## src/design/hbce_pkg.sv

```systemverilog
// Types, byte codes and helper functions of the half-block colour encoder.
// Depends on nothing; imported by every module of the block.
package hbce_pkg;

    localparam int CFG_IDX_W  = 1;
    localparam int CFG_DATA_W = 11;

    localparam logic [CFG_IDX_W-1:0] CFG_FRAME_COLUMNS     = 1'b0;
    localparam logic [CFG_IDX_W-1:0] CFG_FRAME_PIXEL_LINES = 1'b1;

    localparam logic [CFG_DATA_W-1:0] COLUMNS_RESET = 11'd80;
    localparam logic [CFG_DATA_W-1:0] LINES_RESET   = 11'd48;

    localparam int QUEUE_DEPTH = 2;

    // Stream byte codes.
    localparam logic [7:0] CH_ESC    = 8'h1B;
    localparam logic [7:0] CH_BRK    = 8'h5B;
    localparam logic [7:0] CH_HOME   = 8'h48;
    localparam logic [7:0] CH_SEMI   = 8'h3B;
    localparam logic [7:0] CH_EIGHT  = 8'h38;
    localparam logic [7:0] CH_TWO    = 8'h32;
    localparam logic [7:0] CH_FORE   = 8'h33;
    localparam logic [7:0] CH_BACK   = 8'h34;
    localparam logic [7:0] CH_END_M  = 8'h6D;
    localparam logic [7:0] CH_ZERO   = 8'h30;
    localparam logic [7:0] CH_GLYPH0 = 8'hE2;
    localparam logic [7:0] CH_GLYPH1 = 8'h96;
    localparam logic [7:0] CH_GLYPH2 = 8'h84;
    localparam logic [7:0] CH_NL     = 8'h0A;

    // Decimal digits of one channel: [0] ones, [1] tens, [2] hundreds.
    typedef logic [2:0][3:0] hbce_bcd_t;
    // Three channels: [0] red, [1] green, [2] blue.
    typedef hbce_bcd_t [2:0] hbce_rgb_t;

    // One classified pixel pair, as handed from the front to the back.
    typedef struct packed {
        logic      home;
        logic      fg_chg;
        logic      bg_chg;
        logic      newline;
        logic      frame_end;
        hbce_rgb_t fg;
        hbce_rgb_t bg;
    } hbce_job_t;

    typedef enum logic [4:0] {
        PH_HOME_ESC,
        PH_HOME_BRK,
        PH_HOME_H,
        PH_SGR_ESC,
        PH_SGR_BRK,
        PH_SEL,
        PH_EIGHT,
        PH_SEMI_A,
        PH_TWO,
        PH_SEMI_B,
        PH_DIGIT,
        PH_SEP,
        PH_JOIN,
        PH_END_M,
        PH_GLYPH0,
        PH_GLYPH1,
        PH_GLYPH2,
        PH_NEWLINE
    } hbce_phase_t;

    // Binary to three decimal digits; tens by multiply-by-reciprocal,
    // exact for remainders below 100.
    function automatic hbce_bcd_t to_bcd(input logic [7:0] v);
        logic [1:0]  h;
        logic [6:0]  r;
        logic [14:0] prod;
        logic [3:0]  t;
        logic [6:0]  o;
        hbce_bcd_t   res;
        if (v >= 8'd200)
        begin
            h = 2'd2;
            r = 7'(v - 8'd200);
        end
        else if (v >= 8'd100)
        begin
            h = 2'd1;
            r = 7'(v - 8'd100);
        end
        else
        begin
            h = 2'd0;
            r = 7'(v);
        end
        prod = 15'(r) * 15'd205;
        t = 4'(prod >> 11);
        o = 7'(r - 7'(t) * 7'd10);
        res[2] = 4'(h);
        res[1] = t;
        res[0] = 4'(o);
        return res;
    endfunction

    // Index of the leading digit, leading zeros suppressed.
    function automatic logic [1:0] lead_digit(input hbce_bcd_t d);
        if (d[2] != 4'd0)
            return 2'd2;
        else if (d[1] != 4'd0)
            return 2'd1;
        else
            return 2'd0;
    endfunction

endpackage

```

## src/design/ansi_half_block_color_encoder_unit.sv

```systemverilog
// Top level of the ANSI truecolour half-block encoder.
// Depends on hbce_pkg, hbce_front, hbce_queue and hbce_back.
//
//  channel | signals                                   | direction
//  --------+-------------------------------------------+----------
//  input   | in_valid/in_ready, top_*, bottom_*        | into block
//  config  | cfg_valid/cfg_ready, cfg_index, cfg_data  | into block
//  output  | out_valid/out_ready, out_byte, flags      | out of block
//
// Each pixel pair produces 3 to 43 bytes, one byte per cycle from the back-end
// sequencer while the output is not stalled; the sequencer moves from one pair
// straight on to the next queued pair.
// The front takes a new request whenever the two-entry queue has room, also while
// the output register holds a byte that has not been taken.
// Reset is asynchronous and active low; there is no clearing pass, the block
// accepts requests as soon as reset is released.
module ansi_half_block_color_encoder_unit #(
    parameter int MAX_COLUMNS     = 1024,
    parameter int MAX_PIXEL_LINES = 1024
) (
    input  logic                           clk,
    input  logic                           rst_n,
    // Configuration write channel
    input  logic                           cfg_valid,
    output logic                           cfg_ready,
    input  logic [hbce_pkg::CFG_IDX_W-1:0]  cfg_index,
    input  logic [hbce_pkg::CFG_DATA_W-1:0] cfg_data,
    // Pixel pair channel
    input  logic                           in_valid,
    output logic                           in_ready,
    input  logic [7:0]                     top_red,
    input  logic [7:0]                     top_green,
    input  logic [7:0]                     top_blue,
    input  logic [7:0]                     bottom_red,
    input  logic [7:0]                     bottom_green,
    input  logic [7:0]                     bottom_blue,
    // Byte stream channel
    output logic                           out_valid,
    input  logic                           out_ready,
    output logic [7:0]                     out_byte,
    output logic                           last_of_item,
    output logic                           frame_done
);
    import hbce_pkg::*;

    hbce_job_t new_job;
    hbce_job_t head_job;
    logic      accept;
    logic      q_full, q_empty, q_pop;

    // Configuration writes are always taken; the registers sit in the front.
    assign cfg_ready = 1'b1;

    // A request is taken whenever the queue has a free slot. The front updates
    // its colour memory and frame position in the same edge, so the next
    // request is classified against the already updated state.
    assign in_ready = !q_full;
    assign accept   = in_valid && in_ready;

    hbce_front #(
        .MAX_COLUMNS     (MAX_COLUMNS),
        .MAX_PIXEL_LINES (MAX_PIXEL_LINES)
    ) u_front (
        .clk          (clk),
        .rst_n        (rst_n),
        .cfg_valid    (cfg_valid),
        .cfg_index    (cfg_index),
        .cfg_data     (cfg_data),
        .accept       (accept),
        .top_red      (top_red),
        .top_green    (top_green),
        .top_blue     (top_blue),
        .bottom_red   (bottom_red),
        .bottom_green (bottom_green),
        .bottom_blue  (bottom_blue),
        .job          (new_job)
    );

    // The queue decouples classification from byte emission: the front stalls
    // only when two classified pairs already wait.
    hbce_queue u_queue (
        .clk      (clk),
        .rst_n    (rst_n),
        .push     (accept),
        .push_job (new_job),
        .pop      (q_pop),
        .full     (q_full),
        .empty    (q_empty),
        .head     (head_job)
    );

    // The back walks the head entry byte by byte and releases it with the
    // final byte of the pair (the glyph, or the newline ending a row mid-frame).
    hbce_back u_back (
        .clk          (clk),
        .rst_n        (rst_n),
        .head_valid   (!q_empty),
        .head         (head_job),
        .pop          (q_pop),
        .out_valid    (out_valid),
        .out_ready    (out_ready),
        .out_byte     (out_byte),
        .last_of_item (last_of_item),
        .frame_done   (frame_done)
    );

endmodule

```

## src/design/hbce_front.sv

```systemverilog
// Front end of the half-block encoder: frame position, colour memory, classification.
// Depends on hbce_pkg.
module hbce_front #(
    parameter int MAX_COLUMNS     = 1024,
    parameter int MAX_PIXEL_LINES = 1024
) (
    input  logic                           clk,
    input  logic                           rst_n,
    input  logic                           cfg_valid,
    input  logic [hbce_pkg::CFG_IDX_W-1:0]  cfg_index,
    input  logic [hbce_pkg::CFG_DATA_W-1:0] cfg_data,
    input  logic                           accept,
    input  logic [7:0]                     top_red,
    input  logic [7:0]                     top_green,
    input  logic [7:0]                     top_blue,
    input  logic [7:0]                     bottom_red,
    input  logic [7:0]                     bottom_green,
    input  logic [7:0]                     bottom_blue,
    output hbce_pkg::hbce_job_t            job
);
    import hbce_pkg::*;

    localparam int COL_W = (MAX_COLUMNS > 1) ? $clog2(MAX_COLUMNS) : 1;
    localparam int ROW_W = (MAX_PIXEL_LINES > 2) ? $clog2((MAX_PIXEL_LINES + 1) / 2) : 1;
    localparam int CMP_W = $clog2(MAX_COLUMNS + MAX_PIXEL_LINES + 4096) + 1;

    logic [CFG_DATA_W-1:0] columns_reg;
    logic [CFG_DATA_W-1:0] lines_reg;
    logic [COL_W-1:0]      col_reg, col_next;
    logic [ROW_W-1:0]      row_reg, row_next;
    logic [7:0]            fore_r_reg, fore_g_reg, fore_b_reg;
    logic [7:0]            back_r_reg, back_g_reg, back_b_reg;
    logic                  fore_known_reg, back_known_reg;

    logic [CMP_W-1:0] cols_c, lines_c, twice_row;
    logic             home, black, fk, bk, fg_chg, bg_chg, row_end, last_row, frame_end;
    logic [7:0]       br, bgr, bb;

    always_comb
    begin
        if (columns_reg == '0)
            cols_c = CMP_W'(1);
        else if (CMP_W'(columns_reg) > CMP_W'(MAX_COLUMNS))
            cols_c = CMP_W'(MAX_COLUMNS);
        else
            cols_c = CMP_W'(columns_reg);

        if (lines_reg == '0)
            lines_c = CMP_W'(1);
        else if (CMP_W'(lines_reg) > CMP_W'(MAX_PIXEL_LINES))
            lines_c = CMP_W'(MAX_PIXEL_LINES);
        else
            lines_c = CMP_W'(lines_reg);

        home      = (col_reg == '0) && (row_reg == '0);
        fk        = fore_known_reg && !home;
        bk        = back_known_reg && !home;
        twice_row = CMP_W'(row_reg) << 1;
        // Lower pixel of the last text row does not exist on an odd height.
        black     = (twice_row + CMP_W'(1)) >= lines_c;
        last_row  = (twice_row + CMP_W'(2)) >= lines_c;
        row_end   = (CMP_W'(col_reg) + CMP_W'(1)) >= cols_c;
        frame_end = row_end && last_row;

        br  = black ? 8'd0 : bottom_red;
        bgr = black ? 8'd0 : bottom_green;
        bb  = black ? 8'd0 : bottom_blue;

        fg_chg = !fk || (br != fore_r_reg) || (bgr != fore_g_reg) || (bb != fore_b_reg);
        bg_chg = !bk || (top_red != back_r_reg) || (top_green != back_g_reg)
                 || (top_blue != back_b_reg);

        job.home      = home;
        job.fg_chg    = fg_chg;
        job.bg_chg    = bg_chg;
        job.newline   = row_end && !frame_end;
        job.frame_end = frame_end;
        job.fg[0]     = to_bcd(br);
        job.fg[1]     = to_bcd(bgr);
        job.fg[2]     = to_bcd(bb);
        job.bg[0]     = to_bcd(top_red);
        job.bg[1]     = to_bcd(top_green);
        job.bg[2]     = to_bcd(top_blue);

        if (frame_end)
        begin
            col_next = '0;
            row_next = '0;
        end
        else if (row_end)
        begin
            col_next = '0;
            row_next = row_reg + ROW_W'(1);
        end
        else
        begin
            col_next = col_reg + COL_W'(1);
            row_next = row_reg;
        end
    end

    always_ff @(posedge clk or negedge rst_n)
    begin
        if (!rst_n)
        begin
            columns_reg    <= COLUMNS_RESET;
            lines_reg      <= LINES_RESET;
            col_reg        <= '0;
            row_reg        <= '0;
            fore_known_reg <= 1'b0;
            back_known_reg <= 1'b0;
            fore_r_reg     <= '0;
            fore_g_reg     <= '0;
            fore_b_reg     <= '0;
            back_r_reg     <= '0;
            back_g_reg     <= '0;
            back_b_reg     <= '0;
        end
        else
        begin
            if (cfg_valid)
            begin
                if (cfg_index == CFG_FRAME_COLUMNS)
                    columns_reg <= cfg_data;
                else if (cfg_index == CFG_FRAME_PIXEL_LINES)
                    lines_reg <= cfg_data;
            end
            if (accept)
            begin
                col_reg        <= col_next;
                row_reg        <= row_next;
                fore_known_reg <= fk || fg_chg;
                back_known_reg <= bk || bg_chg;
                if (fg_chg)
                begin
                    fore_r_reg <= br;
                    fore_g_reg <= bgr;
                    fore_b_reg <= bb;
                end
                if (bg_chg)
                begin
                    back_r_reg <= top_red;
                    back_g_reg <= top_green;
                    back_b_reg <= top_blue;
                end
            end
        end
    end

endmodule

```

## src/design/hbce_queue.sv

```systemverilog
// Short queue of classified pixel pairs between the front and the back.
// Depends on hbce_pkg.
module hbce_queue (
    input  logic                clk,
    input  logic                rst_n,
    input  logic                push,
    input  hbce_pkg::hbce_job_t push_job,
    input  logic                pop,
    output logic                full,
    output logic                empty,
    output hbce_pkg::hbce_job_t head
);
    import hbce_pkg::*;

    localparam int PTR_W = (QUEUE_DEPTH > 1) ? $clog2(QUEUE_DEPTH) : 1;
    localparam int CNT_W = $clog2(QUEUE_DEPTH + 1);

    hbce_job_t        slot_reg [QUEUE_DEPTH];
    logic [PTR_W-1:0] wr_ptr_reg, rd_ptr_reg;
    logic [CNT_W-1:0] count_reg;

    assign full  = (count_reg == CNT_W'(QUEUE_DEPTH));
    assign empty = (count_reg == '0);
    assign head  = slot_reg[rd_ptr_reg];

    always_ff @(posedge clk)
    begin
        if (push)
            slot_reg[wr_ptr_reg] <= push_job;
    end

    always_ff @(posedge clk or negedge rst_n)
    begin
        if (!rst_n)
        begin
            wr_ptr_reg <= '0;
            rd_ptr_reg <= '0;
            count_reg  <= '0;
        end
        else
        begin
            if (push)
                wr_ptr_reg <= (wr_ptr_reg == PTR_W'(QUEUE_DEPTH - 1)) ? '0
                              : wr_ptr_reg + PTR_W'(1);
            if (pop)
                rd_ptr_reg <= (rd_ptr_reg == PTR_W'(QUEUE_DEPTH - 1)) ? '0
                              : rd_ptr_reg + PTR_W'(1);
            if (push && !pop)
                count_reg <= count_reg + CNT_W'(1);
            else if (pop && !push)
                count_reg <= count_reg - CNT_W'(1);
        end
    end

endmodule

```

## src/design/hbce_back.sv

```systemverilog
// Back end of the half-block encoder: byte sequencer and output register.
// Depends on hbce_pkg.
module hbce_back (
    input  logic                clk,
    input  logic                rst_n,
    input  logic                head_valid,
    input  hbce_pkg::hbce_job_t head,
    output logic                pop,
    output logic                out_valid,
    input  logic                out_ready,
    output logic [7:0]          out_byte,
    output logic                last_of_item,
    output logic                frame_done
);
    import hbce_pkg::*;

    hbce_phase_t phase_reg, phase_next, cur;
    logic        start_reg;
    logic        sel_reg, sel_next;
    logic [1:0]  comp_reg, comp_next;
    logic [1:0]  dig_reg, dig_next;
    logic        item_end;
    logic        load;
    logic [7:0]  byte_val;
    hbce_bcd_t   chan;

    logic        out_valid_reg;
    logic [7:0]  out_byte_reg;
    logic        last_reg, done_reg;

    assign load = head_valid && (!out_valid_reg || out_ready);
    assign pop  = load && item_end;
    assign chan = sel_reg ? head.bg[comp_reg] : head.fg[comp_reg];

    // Phase of the byte emitted now; a fresh item chooses its own first phase.
    always_comb
    begin
        if (!start_reg)
            cur = phase_reg;
        else if (head.home)
            cur = PH_HOME_ESC;
        else if (head.fg_chg || head.bg_chg)
            cur = PH_SGR_ESC;
        else
            cur = PH_GLYPH0;
    end

    // Next-state logic.
    always_comb
    begin
        phase_next = cur;
        sel_next   = sel_reg;
        comp_next  = comp_reg;
        dig_next   = dig_reg;
        item_end   = 1'b0;
        case (cur)
            PH_HOME_ESC: phase_next = PH_HOME_BRK;
            PH_HOME_BRK: phase_next = PH_HOME_H;
            PH_HOME_H:   phase_next = (head.fg_chg || head.bg_chg) ? PH_SGR_ESC : PH_GLYPH0;
            PH_SGR_ESC:  phase_next = PH_SGR_BRK;
            PH_SGR_BRK:
            begin
                phase_next = PH_SEL;
                sel_next   = !head.fg_chg;
            end
            PH_SEL:      phase_next = PH_EIGHT;
            PH_EIGHT:    phase_next = PH_SEMI_A;
            PH_SEMI_A:   phase_next = PH_TWO;
            PH_TWO:      phase_next = PH_SEMI_B;
            PH_SEMI_B:
            begin
                phase_next = PH_DIGIT;
                comp_next  = 2'd0;
                dig_next   = lead_digit(sel_reg ? head.bg[0] : head.fg[0]);
            end
            PH_DIGIT:
            begin
                if (dig_reg != 2'd0)
                    dig_next = dig_reg - 2'd1;
                else if (comp_reg != 2'd2)
                    phase_next = PH_SEP;
                else if (!sel_reg && head.bg_chg)
                    phase_next = PH_JOIN;
                else
                    phase_next = PH_END_M;
            end
            PH_SEP:
            begin
                phase_next = PH_DIGIT;
                comp_next  = comp_reg + 2'd1;
                dig_next   = lead_digit(sel_reg ? head.bg[comp_reg + 2'd1]
                                                : head.fg[comp_reg + 2'd1]);
            end
            PH_JOIN:
            begin
                phase_next = PH_SEL;
                sel_next   = 1'b1;
            end
            PH_END_M:    phase_next = PH_GLYPH0;
            PH_GLYPH0:   phase_next = PH_GLYPH1;
            PH_GLYPH1:   phase_next = PH_GLYPH2;
            PH_GLYPH2:
            begin
                phase_next = PH_NEWLINE;
                item_end   = !head.newline;
            end
            PH_NEWLINE:  item_end = 1'b1;
            default:     item_end = 1'b1;
        endcase
    end

    // Output byte of the current phase.
    always_comb
    begin
        case (cur)
            PH_HOME_ESC: byte_val = CH_ESC;
            PH_HOME_BRK: byte_val = CH_BRK;
            PH_HOME_H:   byte_val = CH_HOME;
            PH_SGR_ESC:  byte_val = CH_ESC;
            PH_SGR_BRK:  byte_val = CH_BRK;
            PH_SEL:      byte_val = sel_reg ? CH_BACK : CH_FORE;
            PH_EIGHT:    byte_val = CH_EIGHT;
            PH_SEMI_A:   byte_val = CH_SEMI;
            PH_TWO:      byte_val = CH_TWO;
            PH_SEMI_B:   byte_val = CH_SEMI;
            PH_DIGIT:    byte_val = CH_ZERO + 8'(chan[dig_reg]);
            PH_SEP:      byte_val = CH_SEMI;
            PH_JOIN:     byte_val = CH_SEMI;
            PH_END_M:    byte_val = CH_END_M;
            PH_GLYPH0:   byte_val = CH_GLYPH0;
            PH_GLYPH1:   byte_val = CH_GLYPH1;
            PH_GLYPH2:   byte_val = CH_GLYPH2;
            PH_NEWLINE:  byte_val = CH_NL;
            default:     byte_val = CH_NL;
        endcase
    end

    always_ff @(posedge clk or negedge rst_n)
    begin
        if (!rst_n)
        begin
            phase_reg     <= PH_GLYPH0;
            start_reg     <= 1'b1;
            sel_reg       <= 1'b0;
            comp_reg      <= '0;
            dig_reg       <= '0;
            out_valid_reg <= 1'b0;
        end
        else
        begin
            if (load)
            begin
                phase_reg <= phase_next;
                start_reg <= item_end;
                sel_reg   <= sel_next;
                comp_reg  <= comp_next;
                dig_reg   <= dig_next;
            end
            if (load)
                out_valid_reg <= 1'b1;
            else if (out_ready)
                out_valid_reg <= 1'b0;
        end
    end

    always_ff @(posedge clk)
    begin
        if (load)
        begin
            out_byte_reg <= byte_val;
            last_reg     <= item_end;
            done_reg     <= item_end && head.frame_end;
        end
    end

    assign out_valid    = out_valid_reg;
    assign out_byte     = out_byte_reg;
    assign last_of_item = last_reg;
    assign frame_done   = done_reg;

endmodule

```

## config.mk

```make
export PLATFORM = sky130hd
export DESIGN_NAME = ansi_half_block_color_encoder_unit
export DESIGN_NICKNAME = d
export VERILOG_FILES = /design/src/design/hbce_pkg.sv /design/src/design/ansi_half_block_color_encoder_unit.sv /design/src/design/hbce_front.sv /design/src/design/hbce_queue.sv /design/src/design/hbce_back.sv
export SDC_FILE = /design/constraint.sdc
export NUM_CORES = 1
export LEC_CHECK = 0
export BUFFER_PORTS_ARGS = -buffer_cell sky130_fd_sc_hd__buf_2
export CAP_MARGIN = 20
export CORE_UTILIZATION = 45
export DETAILED_ROUTE_END_ITERATION = 7
export HOLD_SLACK_MARGIN = 0.1
export PLACE_DENSITY_LB_ADDON = 0.05
export SLEW_MARGIN = 25
export SYNTH_ARGS = -nofsm -noshare
export SYNTH_HDL_FRONTEND = slang
export SYNTH_SLANG_ARGS = --single-unit
export TNS_END_PERCENT = 30
```

## constraint.sdc

```tcl
create_clock -name clk -period 9.67 [get_ports clk]
set_input_delay 1.934 -clock clk [delete_from_list [all_inputs] [get_ports clk]]
set_output_delay 1.934 -clock clk [all_outputs]
set_load 0.02 [all_outputs]
```

Yosys cells after proc, flatten, opt, wreduce, memory -nomap -nowiden
Memory sizes are Yosys's and may differ from the RTL's.
Cells that the tools add are included.
{"block": "totals", "regBits": 117, "ramBits": 130, "inputBits": 65, "out_inout_bits": 13, "word_cells": 252, "n_memories": 1}
{"block": "classes", "n_addsub": 30, "multipliers": 12, "magnitude_cmp": 20, "n_eq_ne": 25, "muxes": 74, "n_bitwise": 1, "reduce_logical": 65}
{"memory": "u_queue.slot_reg", "words": 2, "width": 65, "rd": 1, "rd_clocked_by_memory_dff": 0, "write_ports": 1, "line": "hbce_queue.sv:18", "source": "hbce_job_t slot_reg [QUEUE_DEPTH];"}
{"op": "$bmux 12 s2", "n": 4}
{"op": "$pmux 8 s12", "n": 1}
{"op": "$mul 7x8->15 const B", "n": 6}
{"op": "$mux 12", "n": 7}
{"op": "$mux 7", "n": 12}
{"op": "$sub 7x7->7 const B", "n": 12}
{"op": "$pmux 5 s15", "n": 1}
{"op": "$ge 8x7->1 const B", "n": 6}
{"op": "$ge 8x8->1 const B", "n": 6}
{"op": "$ne 8x8->1", "n": 6}
{"op": "$mux 11", "n": 4}
{"op": "$eq 5x4->1 const B", "n": 8}
{"op": "$ge 14x11->1", "n": 2}
{"op": "$mul 4x3->3 const B", "n": 6}
{"op": "$mux 8", "n": 3}
{"op": "$sub 4x4->4", "n": 6}
{"op": "$add 10x1->11 const B", "n": 2}
{"op": "$gt 11x11->1 const B", "n": 2}
{"op": "$logic_not 11->1", "n": 2}
{"op": "$mux 2", "n": 11}
{"op": "$eq 5x3->1 const B", "n": 4}
{"op": "$mux 10", "n": 2}
{"op": "$mux 5", "n": 4}
{"op": "$mux 9", "n": 2}
{"op": "38 further kinds", "n": 108}

Depth between registers and ports, before layout
Gate-level depths: netlist (run 1).
An unclocked memory read counts as a cell.
{"block": "logic_depth", "ltp_word": 12, "depth_mapped": 42, "depth_no_buf": 40}

Modules after synthesis
From an unflattened synthesis (run 1), not the netlist that was laid out.
{"block": "hier_totals", "cells_unflattened": 1868, "hier_area_um2": 20734.9}
{"module": "hbce_front", "n_inst": 1, "cells_per_inst": 1310, "area_per_inst_um2": 12299.3, "seq_area_each_um2": 2282.2}
{"module": "hbce_queue", "n_inst": 1, "cells_per_inst": 256, "area_per_inst_um2": 5823.1, "seq_area_each_um2": 4724.5}
{"module": "hbce_back", "n_inst": 1, "cells_per_inst": 297, "area_per_inst_um2": 2587.5, "seq_area_each_um2": 605.6}
{"module": "ansi_half_block_color_encoder_unit", "n_inst": 1, "cells_per_inst": 5, "area_per_inst_um2": 25.0, "seq_area_each_um2": 0.0}

Least setup slack after synthesis (run 1)
OpenSTA, ideal clock, no wires.
{"block": "synth_timing", "path_type": "reg-to-reg", "from": "register u_front.lines_reg[1]", "to": "memory u_queue.slot_reg[0][43] (netlist name), data pin", "setup_time_ns": 0.265, "t_arrival_ns": 8.232, "t_required_ns": 9.405, "setup_slack_ns": 1.173, "stages_incl_launch_ff": 42, "n_path_buf": 2, "period_less_slack_ns": 8.497, "cell_sequence": "dfrtp_1 nor4_1 nand3_1 o21ai_0 nand2_1 ha_1 nor2b_1 nand4_1 nor4_4 or3_1 buf_2 buf_1 nor2_1 inv_1 ha_1 nand2b_1 o211ai_1 nand2_1 (+6 left out) fa_1 ha_1 inv_1 fa_1 inv_1 ha_1 a21o_1 a21o_1 a21o_1 a221oi_1 a21boi_0 xnor2_1 ha_1 inv_1 fa_1 xor2_1 xnor2_1 xnor2_1"}
{"item": "start: declaration", "line": "hbce_front.sv:28", "source": "logic [CFG_DATA_W-1:0] lines_reg;"}
{"item": "start signal: assignment", "line": "hbce_front.sv:126", "source": "lines_reg <= cfg_data;"}
{"item": "end: declaration", "line": "hbce_queue.sv:18"}

==> out/results.ini, run 1 <==
[clocking]
clockBufferDepth=3
cts_tree=built
cts_root_buffer=clkbuf_16
clock-sinks=247
cts_buffers=30
htreeDepth=1
cts.clk_slew.worst_paths_ns=0.06
cts_resized=0
cts_hold_buf=0
postCtsSetupBuffers=0
clk_latency_ns=0.60

[outcome]
status=completed

[die]
die-area_sq_mm=0.0431
die_h_microns=208
core_area_sq_mm=0.0413
start_util=0.461
die_w_microns=208
rows=74
io_pins=78

[worst_setup_path]
cp.arrival_ns=9.21
critPathKind=register to register
setup.worst_path.start=u_front.lines_reg[1]$_DFFE_PN0P_
start_kind=register
endpoint_kind=register
crit_path_end=u_queue.slot_reg[1][33]$_DFFE_PP_
max_stage_delay_ns=0.54
worstPathBufferInverterCount=6
required_ns=10.00
path_delay_family=adder cells
critPathSlowestCell=a211oi_1
worstPathMaxFanout=38
r2r_slack_ns=0.78
cpMostUsedCell=ha_1
r2r-end=u_queue.slot_reg[1][33]$_DFFE_PP_
r2r_cells=39
r2r-start=u_front.lines_reg[1]$_DFFE_PN0P_
cp.depth=39

[logic_synthesis]
yosysSeqAreaShare=0.362
yosys_warnings=0
syn_area_sq_mm=0.0190
synth_ff_type=edfxtp_1
syn-mean-instance-area_sq_um=10.7
synth.distinct_cells=87
synth-edff-count=140
synth_cells=1774
synth_nets=2165
postSynth.asyncResetShare=0.433
synth-seq-cells=247

[timing]
period_needed_ns=8.89
tightest_slew_ns=0.959
finalSetupViolCount=0
fmax_mhz=113
period_share=0.919
slew_headroom=0.359
maxSlewViolCount=0
hold_viol=0
tns_ns=0
grt_setup_unrepaired=false
clock_skew_ns=0.0312
hold_ws_ns=0.470

[global_routing]
grt_antenna_before_repair=1
grt_pass1_wl_microns=74000
track_usage=0.214
grt_pass1_vias=13600
grt_remaining_overflow=0
grt_max_degree=68

[hold_path]
worstHoldPathType=register to register
hold_depth=1

[routing]
vias_per_cell=5.62
ant_nets=0
wl_microns=45600
drc=0
first_pass_iters=7
wl_per_cell_microns=19.0
drtIter0Drc=690
num_vias=13500

[final_layout]
final_cell_mix=ha_1, inv_1, nand2_1, edfxtp_1, dfrtp_1
multiInputGateArea_sq_mm=0.0112
design_area_sq_mm=0.0210
drive_gt1_frac=0.135
seqCellArea_sq_mm=0.00689
largest_reg_flops=130
nNetsFinal=2239
areaGrowthSynthToFinish_pct=10.1
fillerInstances=3814
layout_commonest_cell=ha_1
diodes=0

[placed_design]
port-buffer-count=76
post_dp_cell_area_sq_mm=0.0200
gp_congestion=0.881
hpwl_microns=34900

[pwr]
peakVddDrop_mv=0.194
power_density_mw_per_mm2=377
p_leak_nw=9.54

[job]
cap_violations=0

kinds of logic after synthesis:
group	count (synthesis)	synth area share
AO/OA/AOI/OAI	324	0.116
XOR/XNOR	108	0.0519
adder cells (fa/ha/maj)	326	0.236
buffers and inverters	241	0.0494
flip-flops	247	0.362
multiplexers	104	0.0750
other	1	0.000197
AND/OR/NAND/NOR	423	0.110
layout make-up:
cell class	count	share of cell area
inverter	189	0.0339
tap	532	0.0318
clock inverter	18	0.00639
timing repair buffer	94	0.0247
sequential	247	0.329
clock buffer	37	0.0385
multi-input combinational	1286	0.536
Yosys cell counts, types with 8 or more instances:
master	n	area share
dfstp_2	8	0.011
a211oi_1	10	0.0039
mux2_2	42	0.025
xor2_1	43	0.020
o31ai_1	10	0.0039
nand2b_1	14	0.0046
a21oi_1	70	0.018
nor3_1	33	0.0087
and2_1	11	0.0036
nor4_1	13	0.0043
o22ai_1	17	0.0056
nor3b_1	9	0.0036
clkbuf_1	35	0.0069
mux4_2	25	0.030
edfxtp_1	140	0.22
mux2i_1	30	0.016
o21a_1	10	0.0039
nand2_1	142	0.028
o21ai_0	56	0.015
dfrtp_1	99	0.13
nand4_1	16	0.0053
a31oi_1	16	0.0053
ha_1	272	0.18
or2_2	11	0.0036
a22o_1	16	0.0074
nand3_1	42	0.011
a221oi_1	11	0.0051
xnor2_1	62	0.029
inv_1	185	0.036
fa_1	54	0.057
nor2_1	84	0.017
o211ai_1	8	0.0032
o21ai_1	8	0.0021
a21o_1	20	0.0079
nor2b_1	16	0.0053
how the worst min path moves through the flow:
| stage | start | endpoint |
|---|---|---|
| finish | u_front.back_known_reg$_DFFE_PN0P_ | u_front.back_known_reg$_DFFE_PN0P_ |
| global route | u_front.fore_known_reg$_DFFE_PN0P_ | u_front.fore_known_reg$_DFFE_PN0P_ |
| CTS | u_front.back_known_reg$_DFFE_PN0P_ | u_front.back_known_reg$_DFFE_PN0P_ |
| detailed placement | u_front.back_known_reg$_DFFE_PN0P_ | u_front.back_known_reg$_DFFE_PN0P_ |
| global placement | u_front.back_known_reg$_DFFE_PN0P_ | u_front.back_known_reg$_DFFE_PN0P_ |
| floorplan | u_front.fore_known_reg$_DFFE_PN0P_ | u_front.fore_known_reg$_DFFE_PN0P_ |
routing by layer:
layer / up-vias / global-route usage / part of all wire
li1: 6565 / - / -
met1: 6637 / 0.302 / 0.47
met2: 250 / 0.357 / 0.48
met3: 52 / 0.0225 / 0.034
met4: 0 / 0.0452 / 0.017
met5: - / 0 / 0
report_power, final:
group / leakage, nW / internal, W / switching (W)
combinational: 6.50 / 0.00198 / 0.00267
sequential: 2.59 / 0.00192 / 0.000258
clock: 0.460 / 0.000596 / 0.000469
worst reg2reg max path: cells and delay by family (launching register included):
family	cells	cell delay (ns)
DFF	1	0.39
and+or+nand+nor	13	2.22
xor gates and xnor gates	5	0.91
buffers and inverters	6	0.83
adders and majority gates	9	2.78
AOI/OAI and AO/OA	6	1.53
per-stage QoR:
step / setup slack (ns) / cells / util / power [W]
after floorplan: 1.17 / 1774 / - / 0.00557
after global placement: 0.963 / 2348 / 0.484 / 0.00680
after detailed placement: 0.723 / 2348 / 0.484 / 0.00689
after CTS: 0.721 / 2403 / 0.507 / 0.00800
after global routing: 0.0650 / 2403 / 0.508 / 0.00866
final: 0.784 / 2403 / 0.508 / 0.00789
No activity file was read; power rests on OpenSTA's default activity.
==> inputs of run 2 (changes only) <==
--- a/config.mk
+++ b/config.mk
@@ -5,10 +5,10 @@
 export SDC_FILE = /design/constraint.sdc
 export NUM_CORES = 1
 export LEC_CHECK = 0
-export BUFFER_PORTS_ARGS = -buffer_cell sky130_fd_sc_hd__buf_2
 export CAP_MARGIN = 20
 export CORE_UTILIZATION = 45
 export DETAILED_ROUTE_END_ITERATION = 7
+export DONT_BUFFER_PORTS = 1
 export HOLD_SLACK_MARGIN = 0.1
 export PLACE_DENSITY_LB_ADDON = 0.05
 export SLEW_MARGIN = 25
==> out/results.ini, run 2 (synthesis results as in run 1) <==
[die]
die_w_microns=208  ; unchanged
core_area_sq_mm=0.0413  ; unchanged
die-area_sq_mm=0.0431  ; unchanged
start_util=0.461  ; unchanged
rows=74  ; unchanged
io_pins=78  ; unchanged
die_h_microns=208  ; unchanged

[final_layout]
final_cell_mix=ha_1, inv_1, nand2_1, edfxtp_1, dfrtp_1  ; unchanged
layout_commonest_cell=ha_1  ; unchanged
fillerInstances=3822  ; was 3814
seqCellArea_sq_mm=0.00689  ; unchanged
drive_gt1_frac=0.0999  ; was 0.135
multiInputGateArea_sq_mm=0.0112  ; unchanged
stdcell_count=2323  ; was 2403
nNetsFinal=2162  ; was 2239
largest_reg_flops=130  ; unchanged
diodes=0  ; unchanged
areaGrowthSynthToFinish_pct=8.00  ; was 10.1%

[timing]
hold_viol=0  ; unchanged
period_needed_ns=8.82  ; was 8.89 ns
tightest_slew_ns=0.960  ; was 0.959 ns
fmax_mhz=113  ; about the same
tns_ns=0  ; unchanged
period_share=0.912  ; was 0.919
clock_skew_ns=0.0148  ; was 0.0312 ns
slew_headroom=0.357  ; was 0.359
finalSetupViolCount=0  ; unchanged
maxSlewViolCount=0  ; unchanged
grt_setup_unrepaired=false  ; unchanged

[worst_setup_path]
required_ns=9.98  ; was 10.00 ns
setup.worst_path.start=u_front.lines_reg[10]$_DFFE_PN0P_  ; was u_front.lines_reg[1]$_DFFE_PN0P_
cpMostUsedCell=ha_1  ; unchanged
r2r_cells=35  ; was 39
r2r-end=u_queue.slot_reg[1][43]$_DFFE_PP_  ; was u_queue.slot_reg[1][33]$_DFFE_PP_
start_kind=register  ; unchanged
critPathSlowestCell=nor3_4  ; was a211oi_1
r2r-start=u_front.lines_reg[10]$_DFFE_PN0P_  ; was u_front.lines_reg[1]$_DFFE_PN0P_
r2r_slack_ns=0.85  ; was 0.78 ns
cp.arrival_ns=9.13  ; was 9.21 ns
critPathKind=register to register  ; unchanged
endpoint_kind=register  ; unchanged
worstPathMaxFanout=12  ; was 38
max_stage_delay_ns=0.62  ; was 0.54 ns
crit_path_end=u_queue.slot_reg[1][43]$_DFFE_PP_  ; was u_queue.slot_reg[1][33]$_DFFE_PP_

[global_routing]
grt_antenna_before_repair=0  ; was 1
grt_pass1_vias=13300  ; was 13600
grt_remaining_overflow=0  ; unchanged
grt_max_degree=108  ; was 68
track_usage=0.216  ; was 0.214
grt_pass1_wl_microns=74100  ; was 74000 microns

[placed_design]
port-buffer-count=0  ; was 76
gp_congestion=0.901  ; was 0.881
hpwl_microns=34900  ; about the same
dp.cells=2272  ; was 2348

[clocking]
cts_hold_buf=0  ; unchanged
clk_latency_ns=0.57  ; was 0.60 ns
htreeDepth=1  ; unchanged
clockBufferDepth=3  ; unchanged
cts.clk_slew.worst_paths_ns=0.06  ; about the same
postCtsSetupBuffers=0  ; unchanged
cts_buffers=29  ; was 30
cts_root_buffer=clkbuf_16  ; unchanged
cts_tree=built  ; unchanged
cts_resized=0  ; unchanged
clock-sinks=247  ; unchanged

[routing]
wl_per_cell_microns=19.6  ; was 19.0 microns
vias_per_cell=5.65  ; was 5.62
drc=0  ; unchanged
wl_microns=45600  ; about the same
ant_nets=0  ; unchanged
first_pass_iters=5  ; was 7
num_vias=13100  ; was 13500
drtIter0Drc=746  ; was 690

[hold_path]
worstHoldPathType=register to register  ; unchanged

[pwr]
p_total_w=0.00784  ; was 0.00789 W
p_leak_nw=9.22  ; was 9.54 nW
peakVddDrop_mv=0.223  ; was 0.194 mV
power_density_mw_per_mm2=381  ; was 377 mW/mm^2

[outcome]
status=completed  ; unchanged

[job]
cap_violations=0  ; unchanged

run 2: critical path, delay by kind of cell, from the launching register on:
kind / cells / cell delay, ns
adder cells (fa/ha/maj): 9 / 2.91
AO/OA/AOI/OAI: 9 / 2.20
XOR/XNOR: 5 / 0.79
buffers and inverters: 6 / 0.70
AND/OR/NAND/NOR: 6 / 1.43
flip-flops: 1 / 0.52
run 2: how the worst min path moves through the flow:
stage,start,endpoint,slack [ns],cells after the start
6_report,u_front.fore_known_reg$_DFFE_PN0P_,u_front.fore_known_reg$_DFFE_PN0P_,0.47,1
5_1_grt,u_front.back_known_reg$_DFFE_PN0P_,u_front.back_known_reg$_DFFE_PN0P_,0.51,1
4_1_cts,u_front.fore_known_reg$_DFFE_PN0P_,u_front.fore_known_reg$_DFFE_PN0P_,0.48,1
3_5_place_dp,u_front.fore_known_reg$_DFFE_PN0P_,u_front.fore_known_reg$_DFFE_PN0P_,0.46,1
3_3_place_gp,u_front.back_known_reg$_DFFE_PN0P_,u_front.back_known_reg$_DFFE_PN0P_,0.45,1
2_1_floorplan,u_front.fore_known_reg$_DFFE_PN0P_,u_front.fore_known_reg$_DFFE_PN0P_,0.43,1
run 2: routing by layer:
metal / share of wire / up-vias / GRT usage / wire, microns
li1: - / 6409 / - / -
met1: 0.47 / 6425 / 0.299 / 21200
met2: 0.48 / 242 / 0.362 / 21900
met3: 0.038 / 55 / 0.0260 / 1750
met4: 0.015 / 0 / 0.0460 / 692
met5: 0 / - / 0 / 0
run 2: where the power goes:
part	internal (W)	switching [W]	total, W
clock	0.000604	0.000455	0.00106
combinational	0.00197	0.00261	0.00457
sequential	0.00192	0.000286	0.00220
run 2: layout make-up:
type | instances | share of cell area
clock buffer | 36 | 0.0382
clock inverter | 15 | 0.00645
inverter | 189 | 0.0345
sequential | 247 | 0.335
timing repair buffer | 18 | 0.00657
multi-input combinational | 1286 | 0.546
tap | 532 | 0.0324
run 2: through the flow:
stage / hold WS [ns] / setup slack (ns) / utilization / area, sq um
5_1_grt: 0.512 / 0.0967 / 0.498 / 20600
4_1_cts: 0.477 / 0.862 / 0.498 / 20500
3_5_place_dp: 0.460 / 0.887 / 0.475 / 19600
6_report: 0.470 / 0.852 / 0.498 / 20600
2_1_floorplan: 0.427 / 1.17 / - / 19000
3_3_place_gp: 0.451 / 1.11 / 0.475 / 19600
